**src/design/dpf_pkg.sv**
```systemverilog
package dpf_pkg;

  localparam int ID_ENTRIES_DEF = 128;
  localparam int ID_W           = 32;
  localparam int TYPE_W         = 8;
  localparam int LEN_W          = 11;

  localparam logic [LEN_W-1:0]  HEADER_BYTES = 11'd5;
  localparam logic [TYPE_W-1:0] PAYLOAD_TYPE = 8'h50;

  typedef enum logic [2:0] {
    V_SHORT         = 3'd0,
    V_DUPLICATE     = 3'd1,
    V_RETRY_DROPPED = 3'd2,
    V_NEW           = 3'd3,
    V_PAYLOAD_RETRY = 3'd4
  } verdict_t;

  typedef enum logic [1:0] {
    S_IDLE,
    S_SCAN,
    S_DONE
  } state_t;

endpackage

```
**src/design/dpf_if.sv**
```systemverilog
interface dpf_in_if import dpf_pkg::*; ();
  logic              valid;
  logic              ready;
  logic [ID_W-1:0]   packet_id;
  logic [TYPE_W-1:0] msg_type;
  logic [LEN_W-1:0]  packet_length;

  modport source (output valid, packet_id, msg_type, packet_length, input ready);
  modport sink   (input valid, packet_id, msg_type, packet_length, output ready);
endinterface

interface dpf_out_if import dpf_pkg::*; ();
  logic              valid;
  logic              ready;
  verdict_t          verdict;
  logic [TYPE_W-1:0] type_out;

  modport source (output valid, verdict, type_out, input ready);
  modport sink   (input valid, verdict, type_out, output ready);
endinterface

```
**src/design/dpf_id_store.sv**
```systemverilog
module dpf_id_store import dpf_pkg::*; #(
  parameter int ID_ENTRIES = ID_ENTRIES_DEF,
  localparam int AW = (ID_ENTRIES > 1) ? $clog2(ID_ENTRIES) : 1,
  localparam int CW = $clog2(ID_ENTRIES + 1)
) (
  input  logic            clk,
  input  logic            rst_n,
  input  logic            rd_en,
  input  logic [AW-1:0]   rd_addr,
  output logic [ID_W-1:0] rd_data,
  input  logic            wr_en,
  input  logic [ID_W-1:0] wr_data
);

  logic [ID_W-1:0] mem [ID_ENTRIES];
  logic [ID_W-1:0] rd_data_r;
  logic            rd_live_r;
  logic [AW-1:0]   wp_r;
  logic [CW-1:0]   fill_r;

  // entries are written strictly in pointer order, so the fill count marks
  // which ones have not been written yet and so read as zero
  always_ff @(posedge clk) begin
    if (rd_en) begin
      rd_data_r <= mem[rd_addr];
    end
    if (wr_en) begin
      mem[wp_r] <= wr_data;
    end
  end

  always_ff @(posedge clk) begin
    if (!rst_n) begin
      wp_r      <= '0;
      fill_r    <= '0;
      rd_live_r <= 1'b0;
    end else begin
      if (rd_en) begin
        rd_live_r <= (CW'(rd_addr) < fill_r);
      end
      if (wr_en) begin
        wp_r <= (wp_r == AW'(ID_ENTRIES - 1)) ? '0 : wp_r + 1'b1;
        if (fill_r != CW'(ID_ENTRIES)) begin
          fill_r <= fill_r + 1'b1;
        end
      end
    end
  end

  assign rd_data = rd_live_r ? rd_data_r : '0;

endmodule

```
**src/design/duplicate_packet_id_filter.sv**
```systemverilog
// Flow: a short request goes straight to the done state; otherwise the
// store is walked one entry per cycle through its single read port, and the
// scan stops at the first entry whose upper ID bits match, or after the last entry.
// One request at a time: the next is taken only once the done state has moved the
// result into the output register, which waits while the previous result is held.
// Reset (synchronous, rst_n low): control cleared, store reads as all zero.
module duplicate_packet_id_filter import dpf_pkg::*; #(
  parameter int ID_ENTRIES = ID_ENTRIES_DEF
) (
  input  logic   clk,
  input  logic   rst_n,
  dpf_in_if.sink   in_chan,
  dpf_out_if.source out_chan
);

  localparam int AW = (ID_ENTRIES > 1) ? $clog2(ID_ENTRIES) : 1;
  localparam int CW = $clog2(ID_ENTRIES + 1);

  state_t            state_r, state_nxt;
  logic [ID_W-1:0]   id_r, id_nxt;
  logic [TYPE_W-1:0] type_r, type_nxt;
  verdict_t          verdict_r, verdict_nxt;
  logic [CW-1:0]     idx_r, idx_nxt;
  logic [AW-1:0]     cmp_idx_r, cmp_idx_nxt;
  logic              cmp_vld_r, cmp_vld_nxt;
  logic              out_valid_r, out_valid_nxt;
  verdict_t          out_verdict_r, out_verdict_nxt;
  logic [TYPE_W-1:0] out_type_r, out_type_nxt;

  logic            rd_en;
  logic [ID_W-1:0] rd_data;
  logic            wr_en;
  logic            in_acc;
  logic            match_hi;
  logic            scan_end;

  dpf_id_store #(.ID_ENTRIES(ID_ENTRIES)) u_store (
    .clk     (clk),
    .rst_n   (rst_n),
    .rd_en   (rd_en),
    .rd_addr (idx_r[AW-1:0]),
    .rd_data (rd_data),
    .wr_en   (wr_en),
    .wr_data (id_r)
  );

  assign in_chan.ready  = (state_r == S_IDLE);
  assign in_acc         = in_chan.valid && in_chan.ready;
  assign out_chan.valid    = out_valid_r;
  assign out_chan.verdict  = out_verdict_r;
  assign out_chan.type_out = out_type_r;

  assign match_hi = cmp_vld_r && (rd_data[ID_W-1:8] == id_r[ID_W-1:8]);
  assign scan_end = cmp_vld_r && (cmp_idx_r == AW'(ID_ENTRIES - 1));

  always_comb begin
    state_nxt       = state_r;
    id_nxt          = id_r;
    type_nxt        = type_r;
    verdict_nxt     = verdict_r;
    idx_nxt         = idx_r;
    cmp_idx_nxt     = cmp_idx_r;
    cmp_vld_nxt     = 1'b0;
    out_valid_nxt   = out_valid_r && !out_chan.ready;
    out_verdict_nxt = out_verdict_r;
    out_type_nxt    = out_type_r;
    rd_en           = 1'b0;
    wr_en           = 1'b0;

    case (state_r)
      S_IDLE: begin
        if (in_acc) begin
          id_nxt   = in_chan.packet_id;
          type_nxt = in_chan.msg_type;
          idx_nxt  = '0;
          if (in_chan.packet_length <= HEADER_BYTES) begin
            verdict_nxt = V_SHORT;
            state_nxt   = S_DONE;
          end else begin
            state_nxt = S_SCAN;
          end
        end
      end
      S_SCAN: begin
        // issue the next read while the previous entry is compared
        if (idx_r < CW'(ID_ENTRIES)) begin
          rd_en       = 1'b1;
          cmp_vld_nxt = 1'b1;
          cmp_idx_nxt = idx_r[AW-1:0];
          idx_nxt     = idx_r + 1'b1;
        end
        if (match_hi) begin
          cmp_vld_nxt = 1'b0;
          state_nxt   = S_DONE;
          if (rd_data[7:0] == id_r[7:0]) begin
            verdict_nxt = V_DUPLICATE;
          end else begin
            wr_en       = 1'b1;
            verdict_nxt = (type_r == PAYLOAD_TYPE) ? V_PAYLOAD_RETRY : V_RETRY_DROPPED;
          end
        end else if (scan_end) begin
          cmp_vld_nxt = 1'b0;
          wr_en       = 1'b1;
          verdict_nxt = V_NEW;
          state_nxt   = S_DONE;
        end
      end
      S_DONE: begin
        // hold until the output register is free
        if (!out_valid_r || out_chan.ready) begin
          out_valid_nxt   = 1'b1;
          out_verdict_nxt = verdict_r;
          out_type_nxt    = type_r;
          state_nxt       = S_IDLE;
        end
      end
      default: begin
        state_nxt = S_IDLE;
      end
    endcase
  end

  always_ff @(posedge clk) begin
    if (!rst_n) begin
      state_r     <= S_IDLE;
      cmp_vld_r   <= 1'b0;
      out_valid_r <= 1'b0;
      idx_r       <= '0;
    end else begin
      state_r     <= state_nxt;
      cmp_vld_r   <= cmp_vld_nxt;
      out_valid_r <= out_valid_nxt;
      idx_r       <= idx_nxt;
    end
  end

  always_ff @(posedge clk) begin
    id_r          <= id_nxt;
    type_r        <= type_nxt;
    verdict_r     <= verdict_nxt;
    cmp_idx_r     <= cmp_idx_nxt;
    out_verdict_r <= out_verdict_nxt;
    out_type_r    <= out_type_nxt;
  end

  a_busy_after_accept: assert property (@(posedge clk) disable iff (!rst_n)
    in_acc |=> (state_r != S_IDLE))
    else $error("request accepted but controller stayed idle");

  a_scan_bounded: assert property (@(posedge clk) disable iff (!rst_n)
    (state_r == S_SCAN) |-> (idx_r <= CW'(ID_ENTRIES)))
    else $error("scan index ran past the store");

  a_load_from_done: assert property (@(posedge clk) disable iff (!rst_n)
    (out_valid_r && !$past(out_valid_r)) |-> ($past(state_r) == S_DONE))
    else $error("result loaded outside the done state");

  a_dup_no_write: assert property (@(posedge clk) disable iff (!rst_n)
    (wr_en && state_r == S_SCAN) |=> (verdict_r != V_DUPLICATE))
    else $error("store written for an exact duplicate");

endmodule
```
**src/flat_wrapper.sv**
```systemverilog
// flat-port wrapper written by rule: the top's interface ports become plain ports
module duplicate_packet_id_filter_flat import dpf_pkg::*;
#(
  parameter int ID_ENTRIES = ID_ENTRIES_DEF
)
  (clk, rst_n, in_chan_valid, in_chan_packet_id, in_chan_msg_type, in_chan_packet_length, in_chan_ready, out_chan_valid, out_chan_verdict, out_chan_type_out, out_chan_ready);
  dpf_in_if in_chan_i ();
  dpf_out_if out_chan_i ();
  input  logic clk;
  input  logic rst_n;
  input wire logic [$bits(in_chan_i.valid)-1:0] in_chan_valid;
  input wire logic [$bits(in_chan_i.packet_id)-1:0] in_chan_packet_id;
  input wire logic [$bits(in_chan_i.msg_type)-1:0] in_chan_msg_type;
  input wire logic [$bits(in_chan_i.packet_length)-1:0] in_chan_packet_length;
  output wire logic [$bits(in_chan_i.ready)-1:0] in_chan_ready;
  output wire logic [$bits(out_chan_i.valid)-1:0] out_chan_valid;
  output wire logic [$bits(out_chan_i.verdict)-1:0] out_chan_verdict;
  output wire logic [$bits(out_chan_i.type_out)-1:0] out_chan_type_out;
  input wire logic [$bits(out_chan_i.ready)-1:0] out_chan_ready;
  assign in_chan_i.valid = in_chan_valid;
  assign in_chan_i.packet_id = in_chan_packet_id;
  assign in_chan_i.msg_type = in_chan_msg_type;
  assign in_chan_i.packet_length = in_chan_packet_length;
  assign in_chan_ready = in_chan_i.ready;
  assign out_chan_valid = out_chan_i.valid;
  assign out_chan_verdict = out_chan_i.verdict;
  assign out_chan_type_out = out_chan_i.type_out;
  assign out_chan_i.ready = out_chan_ready;
  duplicate_packet_id_filter #(.ID_ENTRIES(ID_ENTRIES)) u_core (.clk(clk), .rst_n(rst_n), .in_chan(in_chan_i), .out_chan(out_chan_i));
endmodule
```
**config.mk**
```make
export PLATFORM = sky130hd
export DESIGN_NAME = duplicate_packet_id_filter_flat
export DESIGN_NICKNAME = d
export VERILOG_FILES = /design/src/design/dpf_pkg.sv /design/src/design/dpf_if.sv /design/src/design/dpf_id_store.sv /design/src/design/duplicate_packet_id_filter.sv /design/src/flat_wrapper.sv
export SDC_FILE = /design/constraint.sdc
export NUM_CORES = 2
export LEC_CHECK = 0
export BUFFER_PORTS_ARGS = -buffer_cell sky130_fd_sc_hd__buf_2
export CAP_MARGIN = 20
export CORE_ASPECT_RATIO = 0.75
export CORE_MARGIN = 10
export CORE_UTILIZATION = 50
export DETAILED_ROUTE_END_ITERATION = 6
export GPL_TIMING_DRIVEN = 0
export PLACE_DENSITY_LB_ADDON = 0.25
export SETUP_SLACK_MARGIN = 0.5
export SLEW_MARGIN = 20
export SYNTH_ARGS = -nofsm -noshare
export SYNTH_HDL_FRONTEND = slang
export SYNTH_SLANG_ARGS = --single-unit
export TNS_END_PERCENT = 100
```
**constraint.sdc**
```tcl
create_clock -name clk -period 6.96 [get_ports clk]
set_clock_uncertainty 0.05 [all_clocks]
set_input_delay 0 -clock clk [delete_from_list [all_inputs] [get_ports clk]]
set_output_delay 0 -clock clk [all_outputs]
set_load 0.05 [all_outputs]
```
* Word-level counts from Yosys, hierarchy flattened
Memories as Yosys holds them, arrays and structs flattened. A register that Yosys moved wholly into a read port is not among the register bits.
Index checks and enable logic that the tools add are counted.
** Storage, ports and cells
- Bits in registers :: 89
- Memories kept :: 1
- Memory bits (writable) :: 4096
- Bits of input ports :: 55
** Memory list
- u_core.u_store.mem :: depth 128, width 32, read ports 1, clocked after memory_dff 1, wr ports 1, RTL line dpf_id_store.sv:15 : logic [ID_W-1:0] mem [ID_ENTRIES];
** Operators by class
- Add/sub/neg operators :: 3
- Equality and inequality tests :: 13
- Multiplexer cells :: 28
- Bitwise operators :: 2
- Magnitude comparators :: 3
- Reduce and logical (&&, ||, !) cells :: 17
** Operators with widths (count)
- $mux 32 :: 1
- $eq 24x24->1 :: 1
- $mux 3 :: 6
- $add 8x1->8 const B :: 2
- $mux 8 :: 2
- $pmux 8 s2 :: 1
- $eq 7x7->1 const B :: 2
- $le 11x3->1 const B :: 1
- $mux 1 :: 10
- $mux 2 :: 5
- $eq 8x7->1 const B :: 1
- $eq 8x8->1 :: 1
- $lt 7x8->1 :: 1
- $lt 8x8->1 const B :: 1
- $ne 8x8->1 const B :: 1
- $reduce_and 2->1 :: 4
- $add 7x1->7 const B :: 1
- $mux 7 :: 1
- $pmux 2 s3 :: 1
- $pmux 3 s2 :: 1
- $reduce_and 3->1 :: 2
- $logic_and 1x1->1 :: 4
- $ne 2x1->1 const B :: 2
- $ne 2x2->1 const B :: 2
- other kinds (10) :: 12

* Longest topological paths before layout
- Depth after elaboration :: 7
- Mapped depth :: 12
- Gate-level depth less buffers :: 9

* Modules after synthesis
A second synthesis with hierarchy kept.
** Second synthesis, totals
- Cells, all modules :: 7514
- Area, all modules :: 160312.5 µm²
** By module, submodules not included
- dpf_id_store :: cells each 7324, area an instance 157441.0 µm², instances 1, sequential area each 124279.2 µm²
- duplicate_packet_id_filter :: cells each 190, area an instance 2871.5 µm², instances 1, sequential area each 2072.0 µm²

* Worst setup path after synthesis
Ideal clock, no wire load.
- Path type :: register to register
- From :: register u_core.id_r[26]
- To :: memory u_core.u_store.mem[86][0] (enable)
- Stages on the path, launching flop included :: 10
- Library setup time :: 461 ps
- Path buffers :: 1
- Period minus slack after synthesis :: 6355 ps
- Path slack :: 605 ps
- Data arrival time :: 5844 ps
- Required time :: 6449 ps
- Path through :: edfxtp_1 nor4bb_1 a31o_2 a22oi_1 nor4_1 nand4_1 a21oi_2 nand2b_1 clkbuf_1 nor3_1
** On the way
- Word-level cells in the longest chain between the ends :: 6
** Ends and longest elaborated chain
- from (decl) :: RTL line duplicate_packet_id_filter.sv:20 : logic [ID_W-1:0] id_r, id_nxt;
- from (signal assigned) :: RTL line duplicate_packet_id_filter.sv:138 : id_r <= id_nxt;
- $eq 24x24->1 :: RTL line duplicate_packet_id_filter.sv:53 : assign match_hi = cmp_vld_r && (rd_data[ID_W-1:8] == id_r[ID_W-1:8]);
- $logic_and 1x1->1 :: RTL line duplicate_packet_id_filter.sv:53
- $mux 1 :: RTL line duplicate_packet_id_filter.sv:92 : if (match_hi) begin
- $mux 1 :: RTL line duplicate_packet_id_filter.sv:70 : case (state_r)
- $mux 1 :: RTL line dpf_id_store.sv:27 : if (wr_en) begin
- $mux 1 (not written as such) :: RTL line dpf_id_store.sv:28 : mem[wp_r] <= wr_data;
- to (decl) :: RTL line dpf_id_store.sv:15
No other way between the ends.

* Worst setup path after layout
- From :: register u_core.id_r[24]
- To :: memory u_core.u_store.mem[70][4] (enable)
The elaborated chain is that of the path after synthesis.

==> impl_metrics.xml <==
<?xml version="1.0" encoding="UTF-8"?>
<metrics>
  <group name="route">
    <metric name="wl" unit="um">468000</metric>
    <metric name="drc" unit="">0</metric>
    <metric name="final_antenna_net_count" unit="">1</metric>
    <metric name="detail_route.first_pass.iterations" unit="">6</metric>
    <metric name="vias" unit="">79300</metric>
    <metric name="avgViaCountPerCell" unit="">6.58</metric>
    <metric name="post_drt_wl_per_cell" unit="um">38.8</metric>
    <metric name="drt_iter0_drc" unit="">13100</metric>
  </group>
  <group name="setup_path">
    <metric name="critPathKind" unit="">reg2reg</metric>
    <metric name="worstReg2RegStart" unit="">u_core.id_r[24]</metric>
    <metric name="critPathLaunch" unit="">u_core.id_r[24]</metric>
    <metric name="timing.critical_path.fanout_max" unit="">23</metric>
    <metric name="cp.required" unit="ns">7.52</metric>
    <metric name="end_kind" unit="">flip-flop</metric>
    <metric name="critical_path.startpoint_type" unit="">flip-flop</metric>
    <metric name="crit_end" unit="">u_core.u_store.mem[70][4]</metric>
    <metric name="r2r_setup_slack" unit="ns">0.76</metric>
    <metric name="worstRegToRegCells" unit="">17</metric>
    <metric name="cp_arrival" unit="ns">6.76</metric>
    <metric name="worstReg2RegEnd" unit="">u_core.u_store.mem[70][4]</metric>
  </group>
  <group name="power_and_ir_drop">
    <metric name="ir_worst_vdd" unit="V">0.000222</metric>
    <metric name="power_density" unit="mW/mm^2">273</metric>
    <metric name="total_power" unit="mW">51.7</metric>
    <metric name="power.static_leakage" unit="nW">57.2</metric>
  </group>
  <group name="min_path">
    <metric name="whs_path_depth" unit="">3</metric>
    <metric name="min-delay-path-class" unit="">in2reg</metric>
  </group>
  <group name="yosys">
    <metric name="yosysSeqAreaShare" unit="">0.786</metric>
    <metric name="mappedNetlistArea" unit="sq mm">0.161</metric>
    <metric name="ys_seq_elements" unit="">4217</metric>
    <metric name="synth_fp_nets" unit="">6435</metric>
    <metric name="synth-edff-count" unit="">4189</metric>
    <metric name="synth_cell_type_count" unit="">54</metric>
    <metric name="yosys_most_used_dff" unit="">edfxtp_1</metric>
    <metric name="ys_warn_count" unit="">0</metric>
    <metric name="post_synth.cell_area_avg" unit="sq um">25.2</metric>
    <metric name="synthArstFlopShare" unit="">0</metric>
    <metric name="syn_inst" unit="">6370</metric>
  </group>
  <group name="floorplan">
    <metric name="die-width" unit="um">675</metric>
    <metric name="fp-row-count" unit="">180</metric>
    <metric name="floorplan.die_area" unit="sq mm">0.345</metric>
    <metric name="die_height" unit="um">511</metric>
    <metric name="initial_utilization" unit="">0.502</metric>
    <metric name="io-pin-count" unit="">68</metric>
    <metric name="core_region_area" unit="sq mm">0.320</metric>
  </group>
  <group name="layout">
    <metric name="finalNetCount" unit="">7489</metric>
    <metric name="post_route_cells_drive_above_1_share" unit="">0.362</metric>
    <metric name="p_r_area_growth_vs_syn" unit="%">17.7</metric>
    <metric name="layout.cell_area.non_filler" unit="sq mm">0.189</metric>
    <metric name="seqCellArea" unit="sq mm">0.126</metric>
    <metric name="fin_util" unit="">0.590</metric>
    <metric name="nFillCells" unit="">21900</metric>
    <metric name="multi_input_comb_area" unit="sq mm">0.0339</metric>
  </group>
  <group name="clock_tree">
    <metric name="worstSkewPairLatency" unit="ns">0.95</metric>
    <metric name="clock_sinks" unit="">4217</metric>
    <metric name="clock_path_buffers" unit="">4</metric>
    <metric name="cts_repair_resize_count" unit="">0</metric>
    <metric name="cts_htree_levels" unit="">5</metric>
    <metric name="cts.hold.buffers_added" unit="">91</metric>
    <metric name="cts_tree" unit="">done</metric>
    <metric name="postCtsSetupRepairBufs" unit="">0</metric>
    <metric name="cts_root_buffer" unit="">clkbuf_16</metric>
    <metric name="cts_made_buffers" unit="">388</metric>
    <metric name="clkSlewWorstSetupHoldPaths" unit="ns">0.07</metric>
  </group>
  <group name="timing">
    <metric name="layout_worst_path_cycle_share" unit="">0.890</metric>
    <metric name="clock.fmax" unit="MHz">161</metric>
    <metric name="rsz0062_at_grt" unit="">false</metric>
    <metric name="layout_min_cycle_time" unit="ns">6.20</metric>
    <metric name="layout_setup_ws" unit="ns">0.764</metric>
    <metric name="slew_headroom" unit="">0.150</metric>
    <metric name="setup_violations" unit="">0</metric>
    <metric name="final.setup.tns" unit="ns">0</metric>
    <metric name="worst_slew_pin_slew" unit="ns">1.27</metric>
    <metric name="maxSlewViolCount" unit="">0</metric>
    <metric name="finalHoldViolCount" unit="">0</metric>
  </group>
  <group name="grt">
    <metric name="wire_length_of_the_first_global_routing_pass" unit="um">640000</metric>
    <metric name="grt.overflow.total" unit="">0</metric>
    <metric name="maximum_number_of_pins_on_one_net_before_global_route_repair" unit="">42</metric>
    <metric name="grt_pass1_vias" unit="">77000</metric>
    <metric name="global_route.usage.total" unit="">0.269</metric>
    <metric name="initial_antenna_violation_count" unit="">66</metric>
  </group>
  <group name="place">
    <metric name="dp_hpwl" unit="um">334000</metric>
    <metric name="portBuffers" unit="">65</metric>
    <metric name="detailed_place.area" unit="sq mm">0.176</metric>
    <metric name="gp_congestion" unit="">0.946</metric>
    <metric name="place_ws" unit="ns">1.14</metric>
  </group>
  <group name="outcome">
    <metric name="failed_checks" unit="">antenna rules</metric>
    <metric name="outcome" unit="">finished with violations</metric>
  </group>
  <group name="flow_run">
    <metric name="max_cap_violations" unit="">0</metric>
  </group>
</metrics>
[how the worst min path moves through the flow]
stage | start | endpoint
floorplan | in_chan_packet_id[0] | u_core.id_r[0]
global placement | in_chan_msg_type[7] | u_core.type_r[7]
detailed placement | in_chan_packet_id[30] | u_core.id_r[30]
CTS | in_chan_packet_id[12] | u_core.id_r[12]
global route | in_chan_packet_id[3] | u_core.id_r[3]
finish | in_chan_packet_id[17] | u_core.id_r[17]
[cell type report]
class	instances	share of cell area
Multi-Input combinational cell	1798	0.179
Timing Repair Buffer	664	0.0503
Clock buffer	476	0.0546
Sequential cell	4217	0.668
Clock inverter	223	0.0110
Inverter	21	0.000430
Buffer	334	0.00784
Antenna cell	40	0.000529
Tap cell	4277	0.0283
[report_power, final]
part	leakage [nW]	switching (mW)	internal [mW]
logic	13.3	1.43	0.919
registers	37.9	0.0798	28.1
clock network	6.05	9.24	12.0
[critical path, cell delays in order, from the launching register on]
cell      delay [ns]
edfxtp_1        0.85
buf_8           0.29
buf_8           0.21
nor4bb_1        0.24
a31o_2          0.14
a22oi_1         0.10
nor4_1          0.43
nand4_1         0.22
a21oi_2         0.41
nand2b_1        0.51
clkbuf_1        0.47
nor3_2          0.64
buf_4           0.27
buf_6           0.20
buf_4           0.21
buf_6           0.17
buf_4           0.21
buf_4           0.19
[cell usage in the layout (no fill, tap or decap), types with 18 or more instances in the layout]
| cell | synthesis | routed |
|---|---|---|
| xnor2_1 | 18 | 18 |
| clkinv_2 | 0 | 63 |
| mux2_2 | 32 | 32 |
| edfxtp_1 | 4189 | 4189 |
| clkinv_1 | 0 | 90 |
| bufinv_16 | 0 | 39 |
| nor3_2 | 0 | 32 |
| buf_4 | 0 | 132 |
| buf_16 | 0 | 109 |
| nor2_4 | 0 | 97 |
| buf_6 | 1 | 32 |
| clkbuf_16 | 0 | 400 |
| clkbuf_1 | 190 | 203 |
| nor2_1 | 140 | 43 |
| dlygate4sd3_1 | 0 | 91 |
| buf_1 | 54 | 24 |
| buf_12 | 0 | 81 |
| buf_2 | 89 | 176 |
| dfxtp_1 | 28 | 28 |
| mux4_2 | 1339 | 1339 |
| nand2_1 | 37 | 37 |
| clkbuf_2 | 0 | 67 |
| diode_2 | 0 | 40 |
| inv_1 | 21 | 20 |
| buf_8 | 0 | 155 |
[flip-flops by register name, indices dropped and copies added, names as in the netlist]
| signal | cells |
|---|---|
| u_core.out_chan.valid | 1 |
| u_core.cmp_vld_r | 1 |
| u_core.out_chan.verdict | 3 |
| u_core.type_r | 8 |
| u_core.u_store.wp_r | 7 |
| u_core.u_store.mem | 4096 |
| u_core.idx_r | 8 |
| u_core.cmp_idx_r | 7 |
| u_core.verdict_r | 3 |
| u_core.state_r | 2 |
| u_core.u_store.rd_data_r | 32 |
| u_core.id_r | 32 |
| u_core.u_store.rd_live_r | 1 |
| u_core.out_chan.type_out | 8 |
| u_core.u_store.fill_r | 8 |
[per-layer routing]
layer	GRT usage	wire (um)
met5	0.0168	1250
met4	0.0844	17300
met3	0.121	73300
met2	0.368	197000
met1	0.388	179000
[kinds of logic after synthesis]
family,after synthesis,share of synthesized area
flip-flops,4217,0.786
multiplexers,1378,0.190
buffers and inverters,355,0.00903
AND/OR/NAND/NOR,299,0.00895
AO/OA/AOI/OAI,87,0.00379
XOR/XNOR,24,0.00131
adder cells (fa/ha/maj),10,0.000778
[cells in the mapped netlist, types with 2 or more instances]
library cell | instances | share of area
a2111oi_0 | 2 | 0.00011
a21oi_1 | 15 | 0.00047
xnor2_1 | 18 | 0.00098
and3_1 | 3 | 0.00012
mux4_2 | 1339 | 0.19
nor4_1 | 8 | 0.00031
nand4_1 | 14 | 0.00054
o21ai_0 | 16 | 0.00050
and4_1 | 3 | 0.00016
a22o_1 | 2 | 0.00011
or3_1 | 4 | 0.00016
and2_1 | 5 | 0.00019
a31o_2 | 6 | 0.00033
nand2_1 | 37 | 0.00086
ha_1 | 10 | 0.00078
a21o_1 | 4 | 0.00019
nor3_1 | 35 | 0.0011
nand3_1 | 8 | 0.00025
clkbuf_1 | 190 | 0.0044
mux2i_1 | 7 | 0.00044
a31oi_1 | 6 | 0.00023
xor2_1 | 6 | 0.00033
buf_1 | 54 | 0.0013
nand4b_1 | 2 | 0.00011
nand2b_1 | 12 | 0.00047
nor2b_1 | 12 | 0.00047
dfxtp_1 | 28 | 0.0035
nor2_1 | 140 | 0.0033
o32ai_1 | 4 | 0.00022
mux2_2 | 32 | 0.0022
o211ai_1 | 3 | 0.00014
a22oi_1 | 5 | 0.00023
edfxtp_1 | 4189 | 0.78
or4_1 | 2 | 0.000093
inv_1 | 21 | 0.00049
buf_2 | 89 | 0.0028
nor4bb_1 | 11 | 0.00068
o22ai_1 | 4 | 0.00016
o2111ai_1 | 5 | 0.00027
o31ai_1 | 5 | 0.00023
[stage by stage]
step / hold slack, ns / std cells
finish: 0.272 / 12100
global route: 0.265 / 12000
CTS: 0.200 / 12000
detailed placement: 0.128 / 11200
global placement: 0.129 / 10700
floorplan: 0.0489 / 6370
(Power assumes the default switching activity.)
